[src/rtl/c_string_escape_decoder_defines.svh]
// ----------------------------------------------------------------------------
// C string escape decoder assertion macros
// Concurrent assertion wrappers, empty when SYNTHESIS is defined.
// ----------------------------------------------------------------------------
`ifndef C_STRING_ESCAPE_DECODER_DEFINES_SVH
`define C_STRING_ESCAPE_DECODER_DEFINES_SVH
`ifndef SYNTHESIS
`define CESC_ASSERT_IMP(lbl, clk, rst, ante, cons, msg) \
  lbl: assert property (@(posedge clk) disable iff (rst) (ante) |-> (cons)) else $error(msg);
`define CESC_ASSERT_NXT(lbl, clk, rst, ante, cons, msg) \
  lbl: assert property (@(posedge clk) disable iff (rst) (ante) |=> (cons)) else $error(msg);
`else
`define CESC_ASSERT_IMP(lbl, clk, rst, ante, cons, msg)
`define CESC_ASSERT_NXT(lbl, clk, rst, ante, cons, msg)
`endif
`endif

[src/rtl/cesc_pkg.sv]
// ----------------------------------------------------------------------------
// C string escape decoder package
// Mode and kind codes, queue command type, character tables.
// ----------------------------------------------------------------------------
package cesc_pkg;

  typedef enum logic [2:0] {
    MODE_LITERAL = 3'd0,
    MODE_ESCAPE  = 3'd1,
    MODE_OCTAL   = 3'd2,
    MODE_HEX     = 3'd3,
    MODE_BAD     = 3'd4
  } mode_t;

  typedef enum logic [1:0] {
    KIND_BYTE      = 2'd0,
    KIND_END       = 2'd1,
    KIND_MALFORMED = 2'd2,
    KIND_TRUNC     = 2'd3
  } kind_t;

  typedef struct packed {
    logic        two;
    kind_t       kind;
    logic [7:0]  byte0;
    logic [7:0]  byte1;
  } cmd_t;

  typedef struct packed {
    logic valid;
    cmd_t cmd;
  } push_t;

  localparam logic [7:0] ESC_CHAR_RESET = 8'h5C;
  localparam logic [7:0] CHAR_0         = 8'h30;
  localparam logic [7:0] CHAR_7         = 8'h37;
  localparam logic [7:0] CHAR_9         = 8'h39;
  localparam logic [7:0] CHAR_A_LC      = 8'h61;
  localparam logic [7:0] CHAR_F_LC      = 8'h66;
  localparam logic [7:0] CHAR_X_LC      = 8'h78;
  localparam logic [7:0] CASE_BIT       = 8'h20;

  // {valid, value}
  function automatic logic [8:0] simple_escape(input logic [7:0] c);
    logic [8:0] r;
    unique case (c)
      8'h61:   r = {1'b1, 8'h07};
      8'h62:   r = {1'b1, 8'h08};
      8'h74:   r = {1'b1, 8'h09};
      8'h6E:   r = {1'b1, 8'h0A};
      8'h76:   r = {1'b1, 8'h0B};
      8'h66:   r = {1'b1, 8'h0C};
      8'h72:   r = {1'b1, 8'h0D};
      8'h5C:   r = {1'b1, 8'h5C};
      8'h22:   r = {1'b1, 8'h22};
      8'h27:   r = {1'b1, 8'h27};
      8'h3F:   r = {1'b1, 8'h3F};
      8'h20:   r = {1'b1, 8'h20};
      default: r = {1'b0, 8'h00};
    endcase
    return r;
  endfunction

  // {valid, value}
  function automatic logic [4:0] hex_digit(input logic [7:0] c);
    logic [7:0] lc;
    logic [7:0] d;
    lc = c | CASE_BIT;
    d  = lc - CHAR_A_LC + 8'd10;
    if (c >= CHAR_0 && c <= CHAR_9) begin
      return {1'b1, c[3:0]};
    end else if (lc >= CHAR_A_LC && lc <= CHAR_F_LC) begin
      return {1'b1, d[3:0]};
    end
    return 5'd0;
  endfunction

endpackage

[src/rtl/cesc_if.sv]
// ----------------------------------------------------------------------------
// C string escape decoder channels
// Valid/ready interfaces for input, result and configuration transfers.
// ----------------------------------------------------------------------------
interface cesc_in_if;
  logic       valid;
  logic       ready;
  logic       func;
  logic [7:0] in_byte;
  modport source (output valid, output func, output in_byte, input ready);
  modport sink   (input valid, input func, input in_byte, output ready);
endinterface

interface cesc_out_if;
  logic       valid;
  logic       ready;
  logic [1:0] kind;
  logic [7:0] out_byte;
  logic       last;
  modport source (output valid, output kind, output out_byte, output last, input ready);
  modport sink   (input valid, input kind, input out_byte, input last, output ready);
endinterface

interface cesc_cfg_if;
  logic       valid;
  logic       ready;
  logic [7:0] data;
  modport source (output valid, output data, input ready);
  modport sink   (input valid, input data, output ready);
endinterface

[src/rtl/cesc_front.sv]
// ----------------------------------------------------------------------------
// C string escape decoder front end
// Accepts input items, tracks escape state, queues result commands.
// ----------------------------------------------------------------------------
module cesc_front (
  input  logic             clk,
  input  logic             rst,
  cesc_in_if.sink          in_ch,
  cesc_cfg_if.sink         cfg,
  input  logic             q_full,
  output cesc_pkg::push_t  push
);
  import cesc_pkg::*;

  logic [7:0] escape_char;
  mode_t      mode, mode_next;
  logic [7:0] value, value_next;
  logic [1:0] count, count_next;
  logic       fire;
  logic [7:0] c;
  logic [8:0] simple;
  logic [4:0] hex;
  logic       is_oct;

  assign cfg.ready   = 1'b1;
  assign in_ch.ready = !q_full;
  assign fire        = in_ch.valid && in_ch.ready;
  assign c           = in_ch.in_byte;
  assign simple      = simple_escape(c);
  assign hex         = hex_digit(c);
  assign is_oct      = (c >= CHAR_0) && (c <= CHAR_7);

  always_ff @(posedge clk) begin
    if (rst) begin
      escape_char <= ESC_CHAR_RESET;
    end else if (cfg.valid) begin
      escape_char <= cfg.data;
    end
  end

  always_ff @(posedge clk) begin
    if (rst) begin
      mode  <= MODE_LITERAL;
      value <= 8'd0;
      count <= 2'd0;
    end else begin
      mode  <= mode_next;
      value <= value_next;
      count <= count_next;
    end
  end

  always_comb begin
    mode_next       = mode;
    value_next      = value;
    count_next      = count;
    push.valid      = 1'b0;
    push.cmd.two    = 1'b0;
    push.cmd.kind   = KIND_BYTE;
    push.cmd.byte0  = 8'd0;
    push.cmd.byte1  = c;
    if (fire) begin
      if (in_ch.func) begin
        push.valid = 1'b1;
        if (mode == MODE_BAD) begin
          push.cmd.kind = KIND_MALFORMED;
        end else if (mode == MODE_ESCAPE || mode == MODE_OCTAL || mode == MODE_HEX) begin
          push.cmd.kind = KIND_TRUNC;
        end else begin
          push.cmd.kind = KIND_END;
        end
        mode_next  = MODE_LITERAL;
        value_next = 8'd0;
        count_next = 2'd0;
      end else begin
        unique case (mode)
          MODE_ESCAPE: begin
            if (is_oct) begin
              value_next = {5'd0, c[2:0]};
              count_next = 2'd1;
              mode_next  = MODE_OCTAL;
            end else if (c == CHAR_X_LC) begin
              value_next = 8'd0;
              count_next = 2'd0;
              mode_next  = MODE_HEX;
            end else if (simple[8]) begin
              push.valid     = 1'b1;
              push.cmd.byte0 = simple[7:0];
              mode_next      = MODE_LITERAL;
            end else begin
              push.valid    = 1'b1;
              push.cmd.kind = KIND_MALFORMED;
              mode_next     = MODE_BAD;
            end
          end
          MODE_OCTAL, MODE_HEX: begin
            if (mode == MODE_OCTAL && is_oct) begin
              value_next = {value[4:0], c[2:0]};
              if (count >= 2'd2) begin
                push.valid     = 1'b1;
                push.cmd.byte0 = {value[4:0], c[2:0]};
                mode_next      = MODE_LITERAL;
              end else begin
                count_next = count + 2'd1;
              end
            end else if (mode == MODE_HEX && hex[4]) begin
              value_next = {value[3:0], hex[3:0]};
              if (count != 2'd0) begin
                push.valid     = 1'b1;
                push.cmd.byte0 = {value[3:0], hex[3:0]};
                mode_next      = MODE_LITERAL;
              end else begin
                count_next = 2'd1;
              end
            end else if (mode == MODE_HEX && count == 2'd0) begin
              push.valid    = 1'b1;
              push.cmd.kind = KIND_MALFORMED;
              mode_next     = MODE_BAD;
            end else begin
              push.valid     = 1'b1;
              push.cmd.byte0 = value;
              if (c == escape_char) begin
                mode_next = MODE_ESCAPE;
              end else begin
                push.cmd.two = 1'b1;
                mode_next    = MODE_LITERAL;
              end
            end
          end
          MODE_BAD: begin
          end
          default: begin
            mode_next = MODE_LITERAL;
            if (c == escape_char) begin
              mode_next = MODE_ESCAPE;
            end else begin
              push.valid     = 1'b1;
              push.cmd.byte0 = c;
            end
          end
        endcase
      end
    end
  end

endmodule

[src/rtl/cesc_queue.sv]
// ----------------------------------------------------------------------------
// C string escape decoder command queue
// Small FIFO of result commands between front and back ends.
// ----------------------------------------------------------------------------
module cesc_queue #(
  parameter int DEPTH = 2
) (
  input  logic             clk,
  input  logic             rst,
  input  cesc_pkg::push_t  push,
  output logic             full,
  input  logic             pop,
  output logic             head_valid,
  output cesc_pkg::cmd_t   head
);
  import cesc_pkg::*;

  localparam int PTR_W = (DEPTH > 1) ? $clog2(DEPTH) : 1;
  localparam int CNT_W = $clog2(DEPTH + 1);
  localparam logic [PTR_W-1:0] PTR_LAST = PTR_W'(DEPTH - 1);
  localparam logic [CNT_W-1:0] CNT_FULL = CNT_W'(DEPTH);

  cmd_t             mem [DEPTH];
  logic [PTR_W-1:0] wr_ptr, rd_ptr;
  logic [CNT_W-1:0] fill;
  logic             do_push, do_pop;

  assign full       = (fill == CNT_FULL);
  assign head_valid = (fill != '0);
  assign head       = mem[rd_ptr];
  assign do_push    = push.valid && !full;
  assign do_pop     = pop && head_valid;

  always_ff @(posedge clk) begin
    if (do_push) begin
      mem[wr_ptr] <= push.cmd;
    end
  end

  always_ff @(posedge clk) begin
    if (rst) begin
      wr_ptr <= '0;
      rd_ptr <= '0;
      fill   <= '0;
    end else begin
      if (do_push) begin
        wr_ptr <= (wr_ptr == PTR_LAST) ? '0 : wr_ptr + 1'b1;
      end
      if (do_pop) begin
        rd_ptr <= (rd_ptr == PTR_LAST) ? '0 : rd_ptr + 1'b1;
      end
      if (do_push && !do_pop) begin
        fill <= fill + 1'b1;
      end else if (do_pop && !do_push) begin
        fill <= fill - 1'b1;
      end
    end
  end

endmodule

[src/rtl/cesc_back.sv]
// ----------------------------------------------------------------------------
// C string escape decoder back end
// Expands queued commands into one or two results on the output register.
// ----------------------------------------------------------------------------
module cesc_back (
  input  logic            clk,
  input  logic            rst,
  input  logic            head_valid,
  input  cesc_pkg::cmd_t  head,
  output logic            pop,
  cesc_out_if.source      out_ch
);
  import cesc_pkg::*;

  logic       out_valid;
  kind_t      out_kind;
  logic [7:0] out_byte;
  logic       out_last;
  logic       pend_valid;
  logic [7:0] pend_byte;
  logic       take;

  assign take            = !out_valid || out_ch.ready;
  assign pop             = take && !pend_valid && head_valid;
  assign out_ch.valid    = out_valid;
  assign out_ch.kind     = out_kind;
  assign out_ch.out_byte = out_byte;
  assign out_ch.last     = out_last;

  always_ff @(posedge clk) begin
    if (rst) begin
      out_valid  <= 1'b0;
      pend_valid <= 1'b0;
    end else if (take) begin
      if (pend_valid) begin
        out_valid  <= 1'b1;
        pend_valid <= 1'b0;
      end else begin
        out_valid  <= head_valid;
        pend_valid <= head_valid && head.two;
      end
    end
  end

  always_ff @(posedge clk) begin
    if (take) begin
      if (pend_valid) begin
        out_kind <= KIND_BYTE;
        out_byte <= pend_byte;
        out_last <= 1'b1;
      end else if (head_valid) begin
        out_kind  <= head.kind;
        out_byte  <= head.byte0;
        out_last  <= !head.two;
        pend_byte <= head.byte1;
      end
    end
  end

endmodule

[src/rtl/c_string_escape_decoder.sv]
// ----------------------------------------------------------------------------
// C string escape decoder
// Decodes a byte stream with C-style escapes into bytes and stream status.
// ----------------------------------------------------------------------------
// channel  role    payload
// in_ch    sink    func, in_byte
// out_ch   source  kind, out_byte, last
// cfg      sink    data (escape byte)
//
// One input transfer per cycle unless the command queue is full; the front
// end decodes each item combinationally and queues any result as a command,
// which moves into the output register once that register is free; an item
// with two results holds the output for two transfers.
// Reset clears the escape state and sets the escape byte to backslash.
// Output stalls back up through the command queue to in_ch.ready.
// ----------------------------------------------------------------------------
`include "c_string_escape_decoder_defines.svh"

module c_string_escape_decoder #(
  parameter int QUEUE_DEPTH = 2
) (
  input  logic        clk,
  input  logic        rst,
  cesc_cfg_if.sink    cfg,
  cesc_in_if.sink     in_ch,
  cesc_out_if.source  out_ch
);
  import cesc_pkg::*;

  push_t push;
  logic  q_full;
  logic  q_pop;
  logic  q_valid;
  cmd_t  q_head;

  cesc_front u_front (
    .clk    (clk),
    .rst    (rst),
    .in_ch  (in_ch),
    .cfg    (cfg),
    .q_full (q_full),
    .push   (push)
  );

  cesc_queue #(
    .DEPTH (QUEUE_DEPTH)
  ) u_queue (
    .clk        (clk),
    .rst        (rst),
    .push       (push),
    .full       (q_full),
    .pop        (q_pop),
    .head_valid (q_valid),
    .head       (q_head)
  );

  cesc_back u_back (
    .clk        (clk),
    .rst        (rst),
    .head_valid (q_valid),
    .head       (q_head),
    .pop        (q_pop),
    .out_ch     (out_ch)
  );

  `CESC_ASSERT_NXT(a_second_follows, clk, rst, out_ch.valid && out_ch.ready && !out_ch.last, out_ch.valid && out_ch.kind == KIND_BYTE, "second result missing")
  `CESC_ASSERT_IMP(a_status_zero, clk, rst, out_ch.valid && out_ch.kind != KIND_BYTE, out_ch.out_byte == 8'd0 && out_ch.last, "status result malformed")
  `CESC_ASSERT_IMP(a_no_overflow, clk, rst, push.valid, !q_full, "command queue overflow")

endmodule

[src/flat_wrapper.sv]
// flat-port wrapper written by rule: the top's interface ports become plain ports
module c_string_escape_decoder_flat import cesc_pkg::*;
#(
  parameter int QUEUE_DEPTH = 2
)
  (clk, rst, cfg_valid, cfg_data, cfg_ready, in_ch_valid, in_ch_func, in_ch_in_byte, in_ch_ready, out_ch_valid, out_ch_kind, out_ch_out_byte, out_ch_last, out_ch_ready);
  cesc_cfg_if cfg_i ();
  cesc_in_if in_ch_i ();
  cesc_out_if out_ch_i ();
  input  logic clk;
  input  logic rst;
  input wire logic [$bits(cfg_i.valid)-1:0] cfg_valid;
  input wire logic [$bits(cfg_i.data)-1:0] cfg_data;
  output wire logic [$bits(cfg_i.ready)-1:0] cfg_ready;
  input wire logic [$bits(in_ch_i.valid)-1:0] in_ch_valid;
  input wire logic [$bits(in_ch_i.func)-1:0] in_ch_func;
  input wire logic [$bits(in_ch_i.in_byte)-1:0] in_ch_in_byte;
  output wire logic [$bits(in_ch_i.ready)-1:0] in_ch_ready;
  output wire logic [$bits(out_ch_i.valid)-1:0] out_ch_valid;
  output wire logic [$bits(out_ch_i.kind)-1:0] out_ch_kind;
  output wire logic [$bits(out_ch_i.out_byte)-1:0] out_ch_out_byte;
  output wire logic [$bits(out_ch_i.last)-1:0] out_ch_last;
  input wire logic [$bits(out_ch_i.ready)-1:0] out_ch_ready;
  assign cfg_i.valid = cfg_valid;
  assign cfg_i.data = cfg_data;
  assign cfg_ready = cfg_i.ready;
  assign in_ch_i.valid = in_ch_valid;
  assign in_ch_i.func = in_ch_func;
  assign in_ch_i.in_byte = in_ch_in_byte;
  assign in_ch_ready = in_ch_i.ready;
  assign out_ch_valid = out_ch_i.valid;
  assign out_ch_kind = out_ch_i.kind;
  assign out_ch_out_byte = out_ch_i.out_byte;
  assign out_ch_last = out_ch_i.last;
  assign out_ch_i.ready = out_ch_ready;
  c_string_escape_decoder #(.QUEUE_DEPTH(QUEUE_DEPTH)) u_core (.clk(clk), .rst(rst), .cfg(cfg_i), .in_ch(in_ch_i), .out_ch(out_ch_i));
endmodule
[config.mk]
export PLATFORM = sky130hd
export DESIGN_NAME = c_string_escape_decoder_flat
export DESIGN_NICKNAME = d
export VERILOG_FILES = /design/src/rtl/cesc_pkg.sv /design/src/rtl/cesc_if.sv /design/src/rtl/cesc_front.sv /design/src/rtl/cesc_queue.sv /design/src/rtl/cesc_back.sv /design/src/rtl/c_string_escape_decoder.sv /design/src/flat_wrapper.sv
export VERILOG_INCLUDE_DIRS = /design/src /design/src/rtl
export SDC_FILE = /design/constraint.sdc
export NUM_CORES = 1
export LEC_CHECK = 0
export BUFFER_PORTS_ARGS = -buffer_cell sky130_fd_sc_hd__buf_4
export CAP_MARGIN = 20
export CORE_MARGIN = 3
export CORE_UTILIZATION = 25
export CTS_CLUSTER_DIAMETER = 150
export CTS_CLUSTER_SIZE = 24
export DETAILED_ROUTE_END_ITERATION = 10
export GPL_TIMING_DRIVEN = 1
export SYNTH_ARGS = -nofsm -noshare
export SYNTH_HDL_FRONTEND = slang
export SYNTH_SLANG_ARGS = --single-unit
[constraint.sdc]
create_clock -name clk -period 3.1 [get_ports clk]
set_input_delay 0 -clock clk [delete_from_list [all_inputs] [get_ports clk]]
set_output_delay 0 -clock clk [all_outputs]
set_load 0.01 [all_outputs]
Word level (Yosys, flattened, before mapping) --
Memory sizes are Yosys's and may differ from the RTL's. A register that Yosys moved wholly into a read port is not among the register bits. Cells that the tools add are included.
Storage, ports and cells: bits in registers 46, bits in writable memories 38, input bits 22, output and inout port bits 14, logic and storage cells 166, memories 1
Operators by class: add/sub/neg operators 7, order comparisons 6, equal/unequal tests 26, multiplexer cells 77, bitwise operators 1, reduce and logical (&&, ||, !) cells 35
Memories:
- u_core.u_queue.mem | words 2, width 19, rd ports 1, clocked after Yosys merged registers in 1, write ports 1, line cesc_queue.sv:23 | cmd_t mem [DEPTH];
Operators by type and width (count):
- $mux 8 | 15
- $pmux 9 s12 | 1
- $eq 8x7->1 const B | 9
- $mux 3 | 11
- $eq 8x6->1 const B | 4
- $mux 2 | 15
- $pmux 8 s3 | 1
- $mux 1 | 23
- $mux 10 | 2
- $le 8x6->1 const B | 2
- $ne 4x4->1 const B | 4
- $pmux 8 s2 | 1
- $mux 5 | 3
- $logic_and 1x1->1 | 14
- $mux 12 | 1
- $pmux 3 s3 | 1
- $eq 8x8->1 | 1
- $ge 8x6->1 const B | 1
- $ge 8x7->1 const B | 1
- $le 8x7->1 const B | 1
- $pmux 2 s2 | 2
- $reduce_and 4->1 | 2
- $reduce_bool 2->1 | 4
- $eq 3x2->1 const B | 2
- other kinds (22) | 31

Longest topological paths before layout --
depth after elaboration 16, depth in mapped cells 12, mapped depth without buffers 11

Hierarchy --
Synthesis repeated with hierarchy kept, for this count alone.
Unflattened totals: cell total of the unflattened synthesis 429, area, all modules 4640.7 um^2
Modules (own cells, without submodules):
- cesc_front | times used 1, cells each 300, area each 2219.6 um^2
- cesc_queue | times used 1, cells each 84, area each 1587.8 um^2
- cesc_back | times used 1, cells each 45, area each 833.3 um^2

Worst setup path before layout --
No wires, ideal clock.
path kind in2reg, start point input port in_ch_in_byte[1], end point memory u_core.u_queue.mem[0][0] in the netlist's numbering (enable), arrival 2.711 ns, data required time 2.703 ns, setup slack -0.008 ns, stages 9, path through clkbuf_1 -> inv_1 -> ha_1 -> or3b_1 -> o2111a_2 -> a2111oi_2 -> and2_1 -> or2_2 -> nor2b_1
On the way: word-level cells in the longest chain between the ends 14
RTL lines:
- start, declared | line flat_wrapper.sv:17 | input wire logic [$bits(in_ch_i.in_byte)-1:0] in_ch_in_byte;
- $ge 8x7->1 / $le 8x7->1 (equally long branches) | line cesc_pkg.sv:72 | end else if (lc >= CHAR_A_LC && lc <= CHAR_F_LC) begin
- $logic_and 1x1->1 | line cesc_pkg.sv:72
- $mux 1 | line cesc_pkg.sv:72
- $mux 1 | line cesc_pkg.sv:70 | if (c >= CHAR_0 && c <= CHAR_9) begin
- $mux 5 | line cesc_pkg.sv:75 | return 5'd0;
- $logic_and 1x1->1 | line cesc_front.sv:106 | end else if (mode == MODE_HEX && hex[4]) begin
- $mux 1 | line cesc_front.sv:106
- $mux 1 | line cesc_front.sv:97 | if (mode == MODE_OCTAL && is_oct) begin
- $pmux 1 s3 (*) | line cesc_front.sv:76 | unique case (mode)
- $mux 1 (*) | line cesc_front.sv:63 | if (in_ch.func) begin
- $mux 12 (*) | line cesc_front.sv:62 | if (fire) begin
- $logic_and 1x1->1 (*) | line cesc_queue.sv:31 | assign do_push = push.valid && !full;
- net u_core.u_queue.do_push | line cesc_queue.sv:26 | logic do_push, do_pop;
- $mux 1 (*) | line cesc_queue.sv:35 | if (do_push) begin
- $mux 1 (implied by the code) (*) | line cesc_queue.sv:36 | mem[wr_ptr] <= push.cmd;
- end, declared | line cesc_queue.sv:23
Mark *: on every way through the listed nets, which the timed path passes. The rest lies on a longest branch.

Worst setup path in the final report --
start point input port in_ch_in_byte[1], end point register u_core.u_queue.fill[1]
On the way: word-level cells in the longest chain between the ends 15
RTL lines:
- $ge 8x7->1 / $le 8x7->1 (equally long branches) | line cesc_pkg.sv:72
- $logic_and 1x1->1 | line cesc_pkg.sv:72
- $mux 1 | line cesc_pkg.sv:72
- $mux 1 | line cesc_pkg.sv:70
- $mux 5 | line cesc_pkg.sv:75
- $logic_and 1x1->1 | line cesc_front.sv:106
- $mux 1 | line cesc_front.sv:106
- $mux 1 | line cesc_front.sv:97
- $pmux 1 s3 (*) | line cesc_front.sv:76
- $mux 1 (*) | line cesc_front.sv:63
- $mux 12 (*) | line cesc_front.sv:62
- $logic_and 1x1->1 (*) | line cesc_queue.sv:31
- net u_core.u_queue.do_push | line cesc_queue.sv:26
- $logic_not 1->1 | line cesc_queue.sv:54 | end else if (do_pop && !do_push) begin
- $logic_and 1x1->1 | line cesc_queue.sv:54
- $reduce_bool 2->1 (no source line)
- end signal, assigned | line cesc_queue.sv:53 | fill <= fill + 1'b1;
- end signal, assigned | line cesc_queue.sv:55 | fill <= fill - 1'b1;
- end, declared | line cesc_queue.sv:25 | logic [CNT_W-1:0] fill;
Marked as above. A chain may end at the register's enable or synchronous reset.

==> impl_metrics.tcl <==
set metrics [dict create \
    synth_area_leader_cell "edfxtp_1" \
    gp_congestion 0.923 \
    overflow 0 \
    cts_buffers 9 \
    initial_utilization 0.258 \
    worstSetupPathType "in -> reg" \
    skew_ns 0.00571 \
    grt_antenna_before_repair 0 \
    portBuffers 34 \
    drc 0 \
    die_y_um 140 \
    dr_total_vias 3554 \
    max_freq_ghz 0.344 \
    hold_violations 0 \
    wl_per_cell_um 16.5 \
    combPwrFrac 0.231 \
    detail-route-antenna-nets 0 \
    dieArea_mm2 0.0197 \
    cp_max_fo 11 \
    tightestPinTransition_ns 0.917 \
    arrival_ns 3.19 \
    p_leak_nw 1.91 \
    via_per_inst 5.01 \
    pwr_density_cell_mw_per_mm2 623 \
    worstSetupStartpoint "in_ch_in_byte[1]" \
    first_iter_violations 353 \
    fin_cells 710 \
    cts_tree "done" \
    grt_pass1_vias 3465 \
    cp-start-kind "primary input" \
    grt_max_degree 31 \
    dp_hpwl_um 8510 \
    die_w_um 140 \
    syn_area_per_cell_um2 10.4 \
    p_seq_frac 0.465 \
    core-area_mm2 0.0175 \
    placed_cells 679 \
    cts_setup_buffers 0 \
    synth_cells 434 \
    firstDrtPassIters 6 \
    rr_worst_depth 9 \
    layout.nets 510 \
    fillers 1776 \
    rows 48 \
    setup_tns_ns 0 \
    grt_use_total 0.123 \
    synth.distinct_cells 74 \
    cts_root_buf "clkbuf_16" \
    diodes 0 \
    reg2reg_slack_ns 0.38 \
    power_frac_clock 0.304 \
    cts.path.max_buffers 2 \
    setup_violations 0 \
    synth.net_count 463 \
    area_growth_pct 22.1 \
    cts.sinks 85 \
    hold-path-endpoint "u_core.u_back.out_ch.valid$_SDFFE_PP0N_" \
    fin_util 0.315 \
    synth_area_leaders "edfxtp_1, dfxtp_1, nand2_1, mux2i_1, nor2_1" \
    switching_share 0.275 \
    cap_viol_max_count 0 \
    ys_ff_latch 85 \
    ys_top_cells_by_count "edfxtp_1, nand2_1, nor2_1" \
    min_from "out_ch_ready" \
    ios 36 \
    ys_warn_count 0 \
    power.total_mw 3.43 \
    grt_pass1_wl_um 18800 \
    yosysMostFrequentCell "edfxtp_1" \
    critPathRequiredTime_ns 3.38 \
    peakVddDrop_mv 0.328 \
    endpoint_kind "register" \
    drive_above_1_share 0.194 \
    reg2reg_from "u_core.u_front.mode[0]$_SDFFE_PP0P_" \
    insertion_delay_ns 0.35 \
    synth-edff-count 57 \
    clkSlewWorstSetupHoldPaths_ns 0.06 \
    hold_path.class "in -> reg" \
    synth.top_cell.area_share 0.379 \
    power.switching_mw 0.943 \
    finalCritPeriodShare 0.938 \
    yosysSeqAreaShare 0.504 \
    slew_headroom 0.386 \
    async_flop_share 0 \
    hold_path_depth 4 \
    fin_crit_ns 2.91 \
    wirelength_um 11700 \
    syn_area_mm2 0.00451 \
    slew_viol_final 0 \
    p_int_mw 2.49 \
    status "finished clean" \
    rsz0062_at_grt "false" \
    regToRegEndpoint "u_core.u_queue.fill[1]$_SDFFE_PP0P_" \
    htreeDepth 3 \
    synth_ff_type "edfxtp_1" \
]
==> cells in the final DEF, fill, tap and decap left out, types with 14 or more instances in the layout <==
cell and count:
a21oi_1 18, mux2i_1 14, nand2_1 46, dfxtp_1 28, nor2_1 37, buf_4 49, o21ai_0 19, edfxtp_1 57
dlygate4sd3_1 16
==> worst max-delay path, cell delays in order <==
cell           delay [ns]
dlygate4sd3_1        0.54
buf_4                0.19
inv_1                0.10
ha_2                 0.25
or3b_1               0.38
o2111a_2             0.20
a2111oi_4            0.43
and2_4               0.22
or2_2                0.11
ha_1                 0.25
or3_1                0.37
a21oi_1              0.14
==> through the flow <==
step / area, um^2 / setup WS [ns] / hold WS (ns)
6_report: 5510 / 0.193 / 0.00232
5_1_grt: 5510 / 0.0463 / 0.0144
4_1_cts: 5480 / 0.0405 / 0.000201
3_5_place_dp: 5030 / 0.255 / 0.214
3_3_place_gp: 5030 / 0.239 / 0.207
2_1_floorplan: 4510 / 0.346 / 0.0989
==> registers in the layout (all words and copies together), names as in the netlist, 2 cells and up, named ones only <==
signal,flops
u_core.u_front.value,8
u_core.u_front.escape_char,8
u_core.u_queue.fill,2
u_core.u_front.mode,3
u_core.u_back.out_ch.out_byte,8
u_core.u_back.pend_byte,8
u_core.u_back.out_ch.kind,2
u_core.u_queue.mem,38
u_core.u_front.count,2
==> power by group through the flow <==
stage	logic (mW)	clock network, mW	registers, mW
floorplan	0.440	0	1.65
global placement	0.775	0	1.61
detailed placement	0.785	0	1.62
CTS	0.804	1.08	1.60
global route	0.877	1.13	1.62
finish	0.793	1.04	1.60
==> worst max path at each step <==
stage | to | depth (start not counted)
6_report | u_core.u_queue.fill[1]$_SDFFE_PP0P_ | 12
5_1_grt | u_core.u_queue.fill[1]$_SDFFE_PP0P_ | 12
4_1_cts | u_core.u_queue.fill[1]$_SDFFE_PP0P_ | 12
3_5_place_dp | u_core.u_queue.fill[1]$_SDFFE_PP0P_ | 11
3_3_place_gp | u_core.u_queue.fill[1]$_SDFFE_PP0P_ | 12
2_1_floorplan | u_core.u_queue.mem[0][0]$_DFFE_PP_ | 9
==> kinds of logic (layout without fill, tap and decap cells) <==
family / after synthesis / in the layout / synth area share
and+or+nand+nor: 160 / 160 / 0.182
muxes: 23 / 23 / 0.0535
DFF: 85 / 85 / 0.504
other: 1 / 1 / 0.000831
buffers and inverters: 39 / 90 / 0.0374
adders and majority gates: 7 / 7 / 0.0194
AOI/OAI and AO/OA: 107 / 107 / 0.180
xor gates and xnor gates: 12 / 12 / 0.0233
==> layout make-up <==
class,count,area (um^2),share of cell area
timing repair buffer,65,528,0.0959
clock buffer,9,225,0.0409
sequential,85,2270,0.413
inverter,10,37.5,0.00682
multi-input combinational,310,2100,0.381
tap,225,282,0.0511
clock inverter,6,63.8,0.0116
==> timing repair <==
| action | 4_1_cts | 5_1_grt |
|---|---|---|
| resized for setup | 0 | 6 |
| endpoints found under the hold margin | 15 | 0 |
| hold buffers | 16 | 0 |
| setup endpoints to repair | 0 | 21 |
==> metal layers <==
| metal | vias to the layer above | share of wire | wire length (um) | GRT usage |
|---|---|---|---|---|
| li1 | 1711 | - | - | - |
| met1 | 1685 | 0.43 | 5060 | 0.151 |
| met2 | 133 | 0.47 | 5570 | 0.199 |
| met3 | 25 | 0.067 | 785 | 0.0413 |
| met4 | 0 | 0.027 | 321 | 0.0449 |
| met5 | - | 0 | 0 | 0 |
No activity file was read; power rests on OpenSTA's default activity.
